===== src/rtl/core/ftn_pkg.sv =====
// Types and constants of the triangle normal emitter.
`default_nettype none
package ftn_pkg;

  localparam int COORD_W   = 16;
  localparam int NORM_FRAC = 14;
  localparam int INDEX_W   = 32;
  localparam int COLOR_W   = 32;

  localparam int NORM_W  = NORM_FRAC + 2;
  localparam int DIFF_W  = COORD_W + 1;
  localparam int CROSS_W = 2 * DIFF_W + 1;
  localparam int CM_W    = 31;
  localparam int MAC_W   = 32;
  localparam int ACC_W   = 2 * MAC_W + 2;
  localparam int SUM_W   = 2 * CM_W + 2;
  localparam int ROOT_W  = SUM_W / 2;
  localparam int Q_W     = NORM_FRAC + 1;
  localparam int NUM_W   = CM_W + NORM_FRAC + 1;

  localparam logic signed [NORM_W-1:0] NORM_ONE     = NORM_W'(1) <<< NORM_FRAC;
  localparam logic signed [NORM_W-1:0] NORM_NEG_ONE = -NORM_ONE;
  localparam logic [INDEX_W-1:0]       IDX_STEP     = INDEX_W'(1);

  typedef struct packed {
    logic signed [COORD_W-1:0] ax;
    logic signed [COORD_W-1:0] ay;
    logic signed [COORD_W-1:0] az;
    logic signed [COORD_W-1:0] bx;
    logic signed [COORD_W-1:0] by;
    logic signed [COORD_W-1:0] bz;
    logic signed [COORD_W-1:0] cx;
    logic signed [COORD_W-1:0] cy;
    logic signed [COORD_W-1:0] cz;
    logic [COLOR_W-1:0]        color;
  } in_t;

  typedef struct packed {
    logic signed [COORD_W-1:0] pos_x;
    logic signed [COORD_W-1:0] pos_y;
    logic signed [COORD_W-1:0] pos_z;
    logic signed [NORM_W-1:0]  norm_x;
    logic signed [NORM_W-1:0]  norm_y;
    logic signed [NORM_W-1:0]  norm_z;
    logic [COLOR_W-1:0]        vertex_color;
    logic [INDEX_W-1:0]        vertex_index;
    logic                      last_of_triangle;
  } out_t;

  typedef struct packed {
    logic vld;
    logic clr;
    logic sub;
  } mac_ctl_t;

  typedef enum logic [3:0] {
    ST_IDLE,
    ST_DIFF,
    ST_CROSS,
    ST_NORM,
    ST_SQUARE,
    ST_SQRT,
    ST_DIVGO,
    ST_DIV,
    ST_EMIT
  } state_t;

endpackage
`default_nettype wire


===== src/rtl/core/ftn_mac.sv =====
// Shared signed multiply-accumulate unit with a registered product.
`default_nettype none
module ftn_mac (
  input  wire logic                                   clk,
  input  wire logic                                   rst_n,
  input  wire ftn_pkg::mac_ctl_t                      ctl,
  input  wire logic signed [ftn_pkg::MAC_W-1:0]       op_a,
  input  wire logic signed [ftn_pkg::MAC_W-1:0]       op_b,
  output logic signed [ftn_pkg::ACC_W-1:0]            acc
);

  localparam int PW = 2 * ftn_pkg::MAC_W;

  logic signed [PW-1:0]             prod_r;
  ftn_pkg::mac_ctl_t                ctl_r;
  logic signed [ftn_pkg::ACC_W-1:0] acc_r;
  logic signed [ftn_pkg::ACC_W-1:0] prod_ext;
  logic signed [ftn_pkg::ACC_W-1:0] base;

  assign prod_ext = {{(ftn_pkg::ACC_W - PW){prod_r[PW-1]}}, prod_r};
  assign base     = ctl_r.clr ? '0 : acc_r;
  assign acc      = acc_r;

  always_ff @(posedge clk) begin
    if (!rst_n) begin
      ctl_r <= '0;
    end else begin
      ctl_r <= ctl;
    end
  end

  always_ff @(posedge clk) begin
    prod_r <= op_a * op_b;
    if (ctl_r.vld) begin
      acc_r <= ctl_r.sub ? (base - prod_ext) : (base + prod_ext);
    end
  end

endmodule
`default_nettype wire


===== src/rtl/core/ftn_sqrt.sv =====
// Integer square root, one result bit per cycle.
`default_nettype none
module ftn_sqrt (
  input  wire logic                         clk,
  input  wire logic                         rst_n,
  input  wire logic                         start,
  input  wire logic [ftn_pkg::SUM_W-1:0]    rad,
  output logic                              done,
  output logic [ftn_pkg::ROOT_W-1:0]        root
);

  localparam int RW    = ftn_pkg::ROOT_W;
  localparam int SW    = ftn_pkg::SUM_W;
  localparam int CNT_W = $clog2(RW);

  logic [SW-1:0]    rad_r;
  logic [RW:0]      rem_r;
  logic [RW-1:0]    root_r;
  logic [CNT_W-1:0] cnt_r;
  logic             run_r;
  logic             done_r;
  logic [RW+1:0]    rem_sh;
  logic [RW+1:0]    trial;
  logic             ge;

  // bring down the next pair of radicand bits and try root*4+1
  assign rem_sh = {rem_r[RW-1:0], rad_r[SW-1 -: 2]};
  assign trial  = {root_r, 2'b01};
  assign ge     = rem_sh >= trial;
  assign done   = done_r;
  assign root   = root_r;

  always_ff @(posedge clk) begin
    if (!rst_n) begin
      run_r  <= 1'b0;
      done_r <= 1'b0;
    end else begin
      done_r <= 1'b0;
      if (start) begin
        run_r <= 1'b1;
      end else if (run_r && cnt_r == CNT_W'(RW - 1)) begin
        run_r  <= 1'b0;
        done_r <= 1'b1;
      end
    end
  end

  always_ff @(posedge clk) begin
    if (start) begin
      rad_r  <= rad;
      rem_r  <= '0;
      root_r <= '0;
      cnt_r  <= '0;
    end else if (run_r) begin
      rad_r  <= rad_r << 2;
      rem_r  <= ge ? (RW+1)'(rem_sh - trial) : (RW+1)'(rem_sh);
      root_r <= {root_r[RW-2:0], ge};
      cnt_r  <= cnt_r + CNT_W'(1);
    end
  end

endmodule
`default_nettype wire


===== src/rtl/core/ftn_div.sv =====
// Restoring divider for the normal components, one quotient bit per cycle.
`default_nettype none
module ftn_div (
  input  wire logic                         clk,
  input  wire logic                         rst_n,
  input  wire logic                         start,
  input  wire logic [ftn_pkg::NUM_W-1:0]    num,
  input  wire logic [ftn_pkg::ROOT_W-1:0]   den,
  output logic                              done,
  output logic [ftn_pkg::Q_W-1:0]           quo
);

  localparam int RW    = ftn_pkg::ROOT_W;
  localparam int QW    = ftn_pkg::Q_W;
  localparam int CNT_W = $clog2(QW);

  logic [RW-1:0]    den_r;
  logic [RW-1:0]    rem_r;
  logic [QW-1:0]    qr_r;
  logic [CNT_W-1:0] cnt_r;
  logic             run_r;
  logic             done_r;
  logic [RW:0]      rem_sh;
  logic             ge;

  // low numerator bits shift out of qr_r while quotient bits shift in
  assign rem_sh = {rem_r, qr_r[QW-1]};
  assign ge     = rem_sh >= {1'b0, den_r};
  assign done   = done_r;
  assign quo    = qr_r;

  always_ff @(posedge clk) begin
    if (!rst_n) begin
      run_r  <= 1'b0;
      done_r <= 1'b0;
    end else begin
      done_r <= 1'b0;
      if (start) begin
        run_r <= 1'b1;
      end else if (run_r && cnt_r == CNT_W'(QW - 1)) begin
        run_r  <= 1'b0;
        done_r <= 1'b1;
      end
    end
  end

  always_ff @(posedge clk) begin
    if (start) begin
      den_r <= den;
      rem_r <= RW'(num[ftn_pkg::NUM_W-1:QW]);
      qr_r  <= num[QW-1:0];
      cnt_r <= '0;
    end else if (run_r) begin
      rem_r <= ge ? RW'(rem_sh - {1'b0, den_r}) : RW'(rem_sh);
      qr_r  <= {qr_r[QW-2:0], ge};
      cnt_r <= cnt_r + CNT_W'(1);
    end
  end

endmodule
`default_nettype wire


===== src/rtl/core/flat_triangle_normal_emit.sv =====
// Top level of the flat-shaded triangle normal emitter.
// Takes one triangle (three Q8.8 vertices and a colour) and emits three vertex
// beats a, b, c carrying the unit face normal in Q1.14, the colour, a running
// vertex index that wraps at 2^32, and a last flag on the third beat. A
// degenerate triangle (zero cross product) gets normal (0, 1.0, 0). One
// triangle is worked at a time and in_ready is high only while idle. A
// triangle passes in order through the edge differences, the cross product on
// the shared multiply-accumulate unit, the one-bit-per-cycle normalising shift,
// the sum of squares, the bit-serial square root, the three restoring divides
// and the output beats, which out_ready can stall; a degenerate triangle skips
// the squares, the root and the divides. The block returns to idle before the
// next triangle is taken.
`default_nettype none
module flat_triangle_normal_emit (
  input  wire logic          clk,
  input  wire logic          rst_n,
  input  wire logic          in_valid,
  output logic               in_ready,
  input  wire ftn_pkg::in_t  in_data,
  output logic               out_valid,
  input  wire logic          out_ready,
  output ftn_pkg::out_t      out_data
);

  localparam int DW  = ftn_pkg::DIFF_W;
  localparam int CW  = ftn_pkg::CROSS_W;
  localparam int MW  = ftn_pkg::CM_W;
  localparam int NW  = ftn_pkg::NORM_W;
  localparam int F   = ftn_pkg::NORM_FRAC;

  ftn_pkg::state_t state_r, state_nxt;

  ftn_pkg::in_t              tri_r;
  logic signed [DW-1:0]      d_r [6];
  logic [CW-1:0]             cm_r [3];
  logic                      cn_r [3];
  logic signed [NW-1:0]      norm_r [3];
  logic [2:0]                step_r;
  logic [1:0]                comp_r;
  logic [1:0]                beat_r;
  logic [ftn_pkg::INDEX_W-1:0] vcnt_r;

  ftn_pkg::mac_ctl_t                   mac_ctl;
  logic signed [ftn_pkg::MAC_W-1:0]    mac_a, mac_b;
  logic signed [ftn_pkg::ACC_W-1:0]    acc;
  logic                                sqrt_start, sqrt_done;
  logic [ftn_pkg::ROOT_W-1:0]          len;
  logic                                div_start, div_done;
  logic [ftn_pkg::NUM_W-1:0]           div_num;
  logic [ftn_pkg::Q_W-1:0]             quo;

  logic                 cm_zero, cm_high, cm_top;
  logic signed [CW-1:0] cr;
  logic                 out_fire;

  ftn_mac u_mac (
    .clk  (clk),
    .rst_n(rst_n),
    .ctl  (mac_ctl),
    .op_a (mac_a),
    .op_b (mac_b),
    .acc  (acc)
  );

  ftn_sqrt u_sqrt (
    .clk  (clk),
    .rst_n(rst_n),
    .start(sqrt_start),
    .rad  (acc[ftn_pkg::SUM_W-1:0]),
    .done (sqrt_done),
    .root (len)
  );

  ftn_div u_div (
    .clk  (clk),
    .rst_n(rst_n),
    .start(div_start),
    .num  (div_num),
    .den  (len),
    .done (div_done),
    .quo  (quo)
  );

  assign cm_zero  = ~|{cm_r[0], cm_r[1], cm_r[2]};
  assign cm_high  = |{cm_r[0][CW-1:MW], cm_r[1][CW-1:MW], cm_r[2][CW-1:MW]};
  assign cm_top   = cm_r[0][MW-1] | cm_r[1][MW-1] | cm_r[2][MW-1];
  assign cr       = acc[CW-1:0];
  assign out_fire = out_valid && out_ready;
  assign div_num  = ftn_pkg::NUM_W'({cm_r[comp_r][MW-1:0], {F{1'b0}}})
                  + ftn_pkg::NUM_W'(len >> 1);

  // next state
  always_comb begin
    state_nxt = state_r;
    case (state_r)
      ftn_pkg::ST_IDLE:   if (in_valid) state_nxt = ftn_pkg::ST_DIFF;
      ftn_pkg::ST_DIFF:   state_nxt = ftn_pkg::ST_CROSS;
      ftn_pkg::ST_CROSS:  if (step_r == 3'd7) state_nxt = ftn_pkg::ST_NORM;
      ftn_pkg::ST_NORM: begin
        if (cm_zero) begin
          state_nxt = ftn_pkg::ST_EMIT;
        end else if (!cm_high && cm_top) begin
          state_nxt = ftn_pkg::ST_SQUARE;
        end
      end
      ftn_pkg::ST_SQUARE: if (step_r == 3'd4) state_nxt = ftn_pkg::ST_SQRT;
      ftn_pkg::ST_SQRT:   if (sqrt_done) state_nxt = ftn_pkg::ST_DIVGO;
      ftn_pkg::ST_DIVGO:  state_nxt = ftn_pkg::ST_DIV;
      ftn_pkg::ST_DIV: begin
        if (div_done) begin
          state_nxt = (comp_r == 2'd2) ? ftn_pkg::ST_EMIT : ftn_pkg::ST_DIVGO;
        end
      end
      ftn_pkg::ST_EMIT:   if (out_fire && beat_r == 2'd2) state_nxt = ftn_pkg::ST_IDLE;
      default:            state_nxt = ftn_pkg::ST_IDLE;
    endcase
  end

  // control outputs
  always_comb begin
    in_ready   = 1'b0;
    out_valid  = 1'b0;
    sqrt_start = 1'b0;
    div_start  = 1'b0;
    mac_ctl    = '0;
    mac_a      = '0;
    mac_b      = '0;
    case (state_r)
      ftn_pkg::ST_IDLE: in_ready = 1'b1;
      ftn_pkg::ST_CROSS: begin
        mac_ctl.vld = step_r < 3'd6;
        mac_ctl.clr = ~step_r[0];
        mac_ctl.sub = step_r[0];
        case (step_r)
          3'd0:    begin mac_a = 32'(d_r[1]); mac_b = 32'(d_r[5]); end
          3'd1:    begin mac_a = 32'(d_r[2]); mac_b = 32'(d_r[4]); end
          3'd2:    begin mac_a = 32'(d_r[2]); mac_b = 32'(d_r[3]); end
          3'd3:    begin mac_a = 32'(d_r[0]); mac_b = 32'(d_r[5]); end
          3'd4:    begin mac_a = 32'(d_r[0]); mac_b = 32'(d_r[4]); end
          3'd5:    begin mac_a = 32'(d_r[1]); mac_b = 32'(d_r[3]); end
          default: begin mac_a = '0; mac_b = '0; end
        endcase
      end
      ftn_pkg::ST_SQUARE: begin
        mac_ctl.vld = step_r < 3'd3;
        mac_ctl.clr = step_r == 3'd0;
        if (step_r < 3'd3) begin
          mac_a = $signed({1'b0, cm_r[step_r[1:0]][MW-1:0]});
          mac_b = $signed({1'b0, cm_r[step_r[1:0]][MW-1:0]});
        end
        sqrt_start = step_r == 3'd4;
      end
      ftn_pkg::ST_DIVGO: div_start = 1'b1;
      ftn_pkg::ST_EMIT:  out_valid = 1'b1;
      default: begin
        in_ready = 1'b0;
      end
    endcase
  end

  always_comb begin
    out_data.norm_x           = norm_r[0];
    out_data.norm_y           = norm_r[1];
    out_data.norm_z           = norm_r[2];
    out_data.vertex_color     = tri_r.color;
    out_data.vertex_index     = vcnt_r;
    out_data.last_of_triangle = beat_r == 2'd2;
    case (beat_r)
      2'd0: begin
        out_data.pos_x = tri_r.ax; out_data.pos_y = tri_r.ay; out_data.pos_z = tri_r.az;
      end
      2'd1: begin
        out_data.pos_x = tri_r.bx; out_data.pos_y = tri_r.by; out_data.pos_z = tri_r.bz;
      end
      default: begin
        out_data.pos_x = tri_r.cx; out_data.pos_y = tri_r.cy; out_data.pos_z = tri_r.cz;
      end
    endcase
  end

  always_ff @(posedge clk) begin
    if (!rst_n) begin
      state_r <= ftn_pkg::ST_IDLE;
      step_r  <= '0;
      comp_r  <= '0;
      beat_r  <= '0;
      vcnt_r  <= '0;
    end else begin
      state_r <= state_nxt;
      step_r  <= (state_nxt != state_r) ? 3'd0 : step_r + 3'd1;
      if (state_r == ftn_pkg::ST_SQRT) begin
        comp_r <= '0;
      end else if (state_r == ftn_pkg::ST_DIV && div_done) begin
        comp_r <= comp_r + 2'd1;
      end
      if (out_fire) begin
        beat_r <= (beat_r == 2'd2) ? 2'd0 : beat_r + 2'd1;
        vcnt_r <= vcnt_r + ftn_pkg::IDX_STEP;
      end
    end
  end

  always_ff @(posedge clk) begin
    if (in_valid && in_ready) begin
      tri_r <= in_data;
    end
    if (state_r == ftn_pkg::ST_DIFF) begin
      d_r[0] <= DW'(tri_r.bx) - DW'(tri_r.ax);
      d_r[1] <= DW'(tri_r.by) - DW'(tri_r.ay);
      d_r[2] <= DW'(tri_r.bz) - DW'(tri_r.az);
      d_r[3] <= DW'(tri_r.cx) - DW'(tri_r.ax);
      d_r[4] <= DW'(tri_r.cy) - DW'(tri_r.ay);
      d_r[5] <= DW'(tri_r.cz) - DW'(tri_r.az);
    end
    // each cross component lands once its second product has passed through the product register and the accumulator
    if (state_r == ftn_pkg::ST_CROSS && step_r[0] && step_r != 3'd1) begin
      cm_r[2'(step_r[2:1] - 2'd1)] <= cr[CW-1] ? CW'(-cr) : CW'(cr);
      cn_r[2'(step_r[2:1] - 2'd1)] <= cr[CW-1];
    end
    if (state_r == ftn_pkg::ST_NORM) begin
      if (cm_zero) begin
        norm_r[0] <= '0;
        norm_r[1] <= ftn_pkg::NORM_ONE;
        norm_r[2] <= '0;
      end else if (cm_high) begin
        for (int i = 0; i < 3; i++) cm_r[i] <= cm_r[i] >> 1;
      end else if (!cm_top) begin
        for (int i = 0; i < 3; i++) cm_r[i] <= cm_r[i] << 1;
      end
    end
    if (state_r == ftn_pkg::ST_DIV && div_done) begin
      norm_r[comp_r] <= cn_r[comp_r] ? -$signed(NW'(quo)) : $signed(NW'(quo));
    end
  end

endmodule
`default_nettype wire


===== config.mk =====
export PLATFORM = sky130hd
export DESIGN_NAME = flat_triangle_normal_emit
export DESIGN_NICKNAME = d
export VERILOG_FILES = /design/src/rtl/core/ftn_pkg.sv /design/src/rtl/core/ftn_mac.sv /design/src/rtl/core/ftn_sqrt.sv /design/src/rtl/core/ftn_div.sv /design/src/rtl/core/flat_triangle_normal_emit.sv
export SDC_FILE = /design/constraint.sdc
export NUM_CORES = 2
export LEC_CHECK = 0
export CAP_MARGIN = 40
export CORE_MARGIN = 1
export CORE_UTILIZATION = 45
export CTS_CLUSTER_DIAMETER = 50
export CTS_CLUSTER_SIZE = 12
export DETAILED_ROUTE_END_ITERATION = 8
export DONT_BUFFER_PORTS = 1
export PLACE_DENSITY = 0.7
export SLEW_MARGIN = 20
export SYNTH_ARGS = -nofsm -noshare
export SYNTH_HDL_FRONTEND = slang
export SYNTH_SLANG_ARGS = --single-unit

===== constraint.sdc =====
create_clock -name clk -period 12.3 [get_ports clk]
set_input_delay 0.615 -clock clk [delete_from_list [all_inputs] [get_ports clk]]
set_output_delay 0.615 -clock clk [all_outputs]
set_load 0.02 [all_outputs]

# ---- Word level (Yosys, flattened, before mapping)
# Memory sizes are Yosys's and may differ from the RTL's. A register that Yosys moved wholly into a read port is not among the register bits.
# Index checks and enable logic that the tools add are counted.
dict set report totals {
  elab_cells 194
  input_bits 180
  out_inout_bits 163
  n_memories 4
  register_bits 572
  mem_bits_rw 258
}
dict set report classes {
  n_reduce_logical 32
  n_lt_le_gt_ge 4
  n_bitwise 7
  n_addsub 20
  muxes 72
  mul 1
  eq_ne 21
}
# memory words width read_ports rd_clocked_by_memory_dff write_ports line_no
set mem_list {}
lappend mem_list {cm_r 3 35 5 2 3 flat_triangle_normal_emit.sv:35} ;# logic [CW-1:0] cm_r [3];
lappend mem_list {d_r 6 17 6 0 6 flat_triangle_normal_emit.sv:34} ;# logic signed [DW-1:0] d_r [6];
lappend mem_list {norm_r 3 16 3 0 3 flat_triangle_normal_emit.sv:37} ;# logic signed [NW-1:0] norm_r [3];
lappend mem_list {cn_r 3 1 1 1 1 flat_triangle_normal_emit.sv:36} ;# logic cn_r [3];
# operator n
set ops {}
lappend ops {{case mux 32 bit (3 select lines)} 2}
lappend ops {{2-to-1 mux 35 bit} 5}
lappend ops {{2-to-1 mux 66 bit} 2}
lappend ops {{2-to-1 mux 64 bit} 2}
lappend ops {{case mux 32 bit (2 select lines)} 2}
lappend ops {{OR reduction 105 bit} 1}
lappend ops {{subtractor 16 x 16 -> 17 bit} 6}
lappend ops {{case mux 48 bit (2 select lines)} 1}
lappend ops {{2-to-1 mux 31 bit} 3}
lappend ops {{adder 66 x 64 -> 66 bit} 1}
lappend ops {{subtractor 66 x 64 -> 66 bit} 1}
lappend ops {{multiplier 32 x 32 -> 64 bit} 1}
lappend ops {{2-to-1 mux 32 bit} 2}
lappend ops {{subtractor 32 bit} 2}
lappend ops {{adder 45 x 31 -> 46 bit} 1}
lappend ops {{2-to-1 mux 4 bit} 9}
lappend ops {{case mux 4 bit (9 select lines)} 1}
lappend ops {{negation 35 bit} 1}
lappend ops {{OR reduction 35 bit} 1}
lappend ops {{>= comparator 34 bit} 1}
lappend ops {{>= comparator 33 x 32 -> 1 bit} 1}
lappend ops {{adder 32 x 1 -> 32 bit, second input constant} 1}
lappend ops {{2-to-1 mux 16 bit} 2}
lappend ops {{2-to-1 mux 1 bit} 30}
lappend ops {{35 further kinds} 78}

# ---- Depth between registers and ports, before layout
# An unclocked memory read counts as a cell.
dict set report logic_depth {
  ltp_word 11
  mapped_depth 42
  mapped_depth_nobuf 34
}

# ---- By module
# Synthesis repeated with hierarchy kept, for this count alone.
dict set report unflattened {
  cells_unflattened 8451
  area_unflattened_um2 86200.2
}
# module cells_per_inst seq_area_each_um2 n_inst area_each_um2
set by_module_without_submodules {}
lappend by_module_without_submodules {ftn_mac 4863 3323.2 1 45289.7}
lappend by_module_without_submodules {flat_triangle_normal_emit 2401 14864.3 1 28203.3}
lappend by_module_without_submodules {ftn_sqrt 716 3343.2 1 7403.4}
lappend by_module_without_submodules {ftn_div 471 2482.4 1 5303.8}

# ---- Worst setup path after synthesis
# Ideal clock, no wire load.
dict set report synth_timing {
  path_type {flip-flop to flip-flop}
  startpoint {register step_r[0]}
  endpoint {register u_mac.prod_r[62]}
  required_ns 12.182
  n_path_buf 8
  arrival_time_ns 10.626
  setup_ns 0.118
  period_less_slack_ns 10.744
  path_stages_with_launch 38
  setup_slack_ns 1.556
  cell_sequence {dfxtp_1 clkbuf_1 buf_2 buf_2 buf_1 inv_1 ha_1 nand2_1 nand2b_1 clkbuf_1 o31ai_1 clkbuf_1 nor2_1 nor2_1 clkbuf_1 nor2_1 fa_1 inv_1 (+2 left out) fa_1 fa_1 inv_1 fa_1 inv_1 fa_1 fa_1 fa_1 ha_1 clkbuf_1 and3_1 and3_1 inv_1 o311a_1 o31a_1 o211ai_1 a21oi_1 xnor2_1}
}
dict set report synth_via {
  elab_chain_cells 5
  elab_cells_between_ends 19
  classes_between {1 x mul; 1 x order compare; 5 x eq/ne; 5 x mux; 7 x reduce/logical}
}
# item line_no
set synth_lines {}
lappend synth_lines {{start, declared} flat_triangle_normal_emit.sv:38} ;# logic [2:0] step_r;
lappend synth_lines {{start signal, assigned} flat_triangle_normal_emit.sv:190} ;# step_r <= (state_nxt != state_r) ? 3'd0 : step_r + 3'd1;
lappend synth_lines {{equality test 3 bit, or another cell as far along} flat_triangle_normal_emit.sv:134} ;# case (step_r)
lappend synth_lines {{OR reduction 2 bit (no line)} --}
lappend synth_lines {{case mux 32 bit (3 select lines)} flat_triangle_normal_emit.sv:134}
lappend synth_lines {{case mux 32 bit (2 select lines)} flat_triangle_normal_emit.sv:128} ;# case (state_r)
lappend synth_lines {{multiplier 32 x 32 -> 64 bit (*)} ftn_mac.sv:33} ;# prod_r <= op_a * op_b;
lappend synth_lines {{end signal, assigned} ftn_mac.sv:33}
lappend synth_lines {{end, declared} ftn_mac.sv:14} ;# logic signed [PW-1:0] prod_r;
# Every way passes the cells marked *; elsewhere a longest branch is shown, timed or not.
# A chain may end at the register's enable or synchronous reset.

# ---- Worst setup path in the final report
dict set report layout_timing {
  startpoint {register step_r[1]}
  endpoint {register u_mac.prod_r[62]}
}
# Same word-level chain as after synthesis.

==> results.ini <==
[layout]
stdcell_count = 11450
syn_to_final_growth_pct = 10.20
fin_nets = 10604
fin_util_pct = 50.12
final_cell_area_mm2 = 0.09333
drive_gt1_share_pct = 5.888

[place]
dp_hpwl_um = 220000
placed_cells = 11078
placed_area_mm2 = 0.08786
port_buffers = 0
place_congestion = 1.030
place_ws_ns = 1.239

[timing]
final_hold_viol_count = 0
fmax_mhz = 87.27
tns_ns = 0
worst_pin_slew_ns = 1.017
skew_ns = 0.09085
setup_viol = 0
fin_ws_ns = 0.8415
slew_viol_final = 0
fin_crit_sh_pct = 93.16
rsz0062_at_grt = false
hold_slack_ns = 0.04745
slew_headroom_pct = 32.21
period_minus_slack_ns = 11.46

[worst_setup_path]
path_class = register to register
slowest_delay_ns = 0.95
end_kind = register
arrival_ns = 12.05
critPathLaunchType = register
crit_slowest_cell = a222oi_1
crit_required_ns = 12.89
critPathMaxFanout = 21
cpMostUsedCell = fa_1

[routing]
wl_per_cell_um = 24.52
drt-vias-per-instance = 5.797
ant_nets = 0
post-route-drc-count = 0
num_vias = 66372
drtPass1Iterations = 8
drt_wl_total_um = 280700
drt-initial-drc-count = 7445

[logic_synthesis]
synth_cell_types = 94
syn_inst = 8825
ys_warn_count = 0
synth_area_mm2 = 0.08470
synth_fp_nets = 10539
synth_seq_area_share_pct = 28.28
synth-edff-count = 671
avgSynthCellArea_um2 = 9.598
synth-seq-cells = 861
ys.flop_type = edfxtp_1
async_flop_share_pct = 0

[global_route]
grt_pass1_wl_um = 420900
antenna_found_initial = 8
grt_use_total_pct = 29.27
grt-ovfl-total = 0
grt_pass1_vias = 67189
grt_start_max_net_pins = 100

[clock_tree]
clk_latency_ns = 0.77
clk_pin_slew_ns = 0.06
h-tree-depth = 3
numCtsBuffers = 102
root_buffer = clkbuf_16
cts_buffer_depth = 3
cts_tree = yes
cts_resized = 0
clock_sinks = 861

[power_and_ir_drop]
p_leak_nw = 40.30
power_density_mw_per_mm2 = 129.9
finalPower_mw = 12.12
vdd_drop_max_mv = 0.1570

[floorplanning]
design.die.area_mm2 = 0.1900
num_rows = 158
core_mm2 = 0.1862
ioPinCount = 343
start_util_pct = 45.48
fp.dieW_um = 435.8
die_height_um = 435.8

[min_path]
hp-class = input pin to register

[flow_run]
cap_violations = 0

[status]
status = complete, no violations

routing by layer:
metal / wire length (µm) / GRT usage [%]
met5: 46 / 0
met4: 16020 / 13.36
met3: 26550 / 5.878
met2: 129200 / 47.11
met1: 108900 / 38.06
power breakdown:
| part | switching [mW] | leakage [nW] | internal, mW | total (mW) |
|---|---|---|---|---|
| registers | 0.239 | 7.56 | 3.60 | 3.84 |
| logic | 3.23 | 31.1 | 1.90 | 5.14 |
| clock network | 1.34 | 1.68 | 1.80 | 3.14 |
layout by cell type (no fill, tap or decap), drive strengths merged, types with 54 or more instances in the layout:
master / synthesis / final
a31oi: 65 / 65
nand2: 1141 / 1141
a21oi: 356 / 356
o21ai: 406 / 406
or3: 85 / 85
a21o: 127 / 127
and2: 54 / 54
xnor2: 310 / 310
a211oi: 58 / 58
buf: 73 / 196
nor3: 89 / 89
xor2: 116 / 116
mux2i: 127 / 127
edfxtp: 671 / 671
nand4: 65 / 65
fa: 1091 / 1091
clkbuf: 337 / 131
dfxtp: 190 / 190
inv: 1291 / 1307
dlygate4sd3: 0 / 178
nor2: 923 / 923
ha: 443 / 443
nand3: 80 / 80
nor2b: 116 / 116
worst max-delay path, delay by kind of cell, from the launching register on:
family	cells	cell delay (ns)
AOI/OAI and AO/OA	8	2.72
xor gates and xnor gates	1	0.13
adders and majority gates	10	4.55
buffers and inverters	7	1.02
DFF	1	0.77
and+or+nand+nor	7	2.12
what timing repair did:
action	in CTS	in global routing
endpoints found under the hold margin	207	0
buffers inserted	0	0
setup endpoints to repair	0	0
hold buffers	178	0
synthesized netlist by cell type (16+ instances only):
cell      count  area, µm²
inv_1      1291       4846
nand2_1    1140       4279
fa_1       1091      21840
nor2_1      922       3461
edfxtp_1    671      20150
ha_1        443       5543
o21ai_0     379       1897
a21oi_1     356       1782
clkbuf_1    336       1261
xnor2_1     310       2715
dfxtp_1     190       3804
mux2i_1     127       1271
a21o_1      122      915.9
nor2b_1     116      725.7
xor2_1      116       1016
nor3_1       88      440.4
or3_1        84      525.5
nand3_1      80      400.4
nand4_1      65      406.6
a31oi_1      64      400.4
a211oi_1     58      435.4
and2_1       53      331.6
nand2b_1     52      325.3
nor4_1       50      312.8
mux4_2       47       1059
o21bai_1     42      315.3
and3_1       41      256.5
o211ai_1     40      300.3
o21a_1       38      285.3
buf_4        33      247.7
a222oi_1     32      320.3
o21ai_1      26      130.1
o31ai_1      26      195.2
buf_1        24      90.09
mux2_2       22      247.7
a21boi_0     20      150.1
or2_2        19      118.9
o211a_1      18      180.2
a31o_2       16      140.1
worst paths after layout:
check	from	endpoint	slack, ns	cells after the start
setup reg to reg	step_r[1]	u_mac.prod_r[62]	0.84	33
hold reg to reg	u_sqrt.root[13]	u_div.den_r[13]	0.49	0
setup / recovery	step_r[1]	u_mac.prod_r[62]	0.84	33
hold / removal	rst_n	state_r[2]	0.05	1
area by class of cell:
type | count | area [µm²]
Timing Repair Buffer | 374 | 3563
Clock buffer | 131 | 2745
Multi-Input combinational cell | 6260 | 54370
Tap cell | 2480 | 3103
Antenna cell | 2 | 5.005
Inverter | 1291 | 4846
Sequential cell | 861 | 23970
Clock inverter | 51 | 732.0
Fill cell | 16848 | 92890
registers in the layout, summed over array words and instances, names as in the netlist, 3 cells and up, named ones only:
signal,count
out_data,32
u_div.den_r,32
cn_r,3
tri_r,144
state_r,4
vcnt_r,32
norm_r,48
d_r,102
u_sqrt.rad_r,64
u_mac.prod_r,64
u_div.cnt_r,4
cm_r,136
step_r,3
u_sqrt.rem_r,32
u_div.rem_r,32
u_mac.ctl_r,3
u_sqrt.cnt_r,5
u_div.quo,15
u_mac.acc,64
u_sqrt.root,32
logic make-up (layout without fill, tap and decap cells):
group | count (synthesis) | after routing | share of synthesized area (%)
XOR/XNOR | 426 | 426 | 4.405
multiplexers | 196 | 196 | 3.043
adder cells (fa/ha/maj) | 1534 | 1534 | 32.33
AO/OA/AOI/OAI | 1351 | 1351 | 10.07
AND/OR/NAND/NOR | 2753 | 2753 | 14.10
other | 0 | 2 | 0
flip-flops | 861 | 861 | 28.28
buffers and inverters | 1704 | 1847 | 7.764
Power figures use the tool's default switching activity.
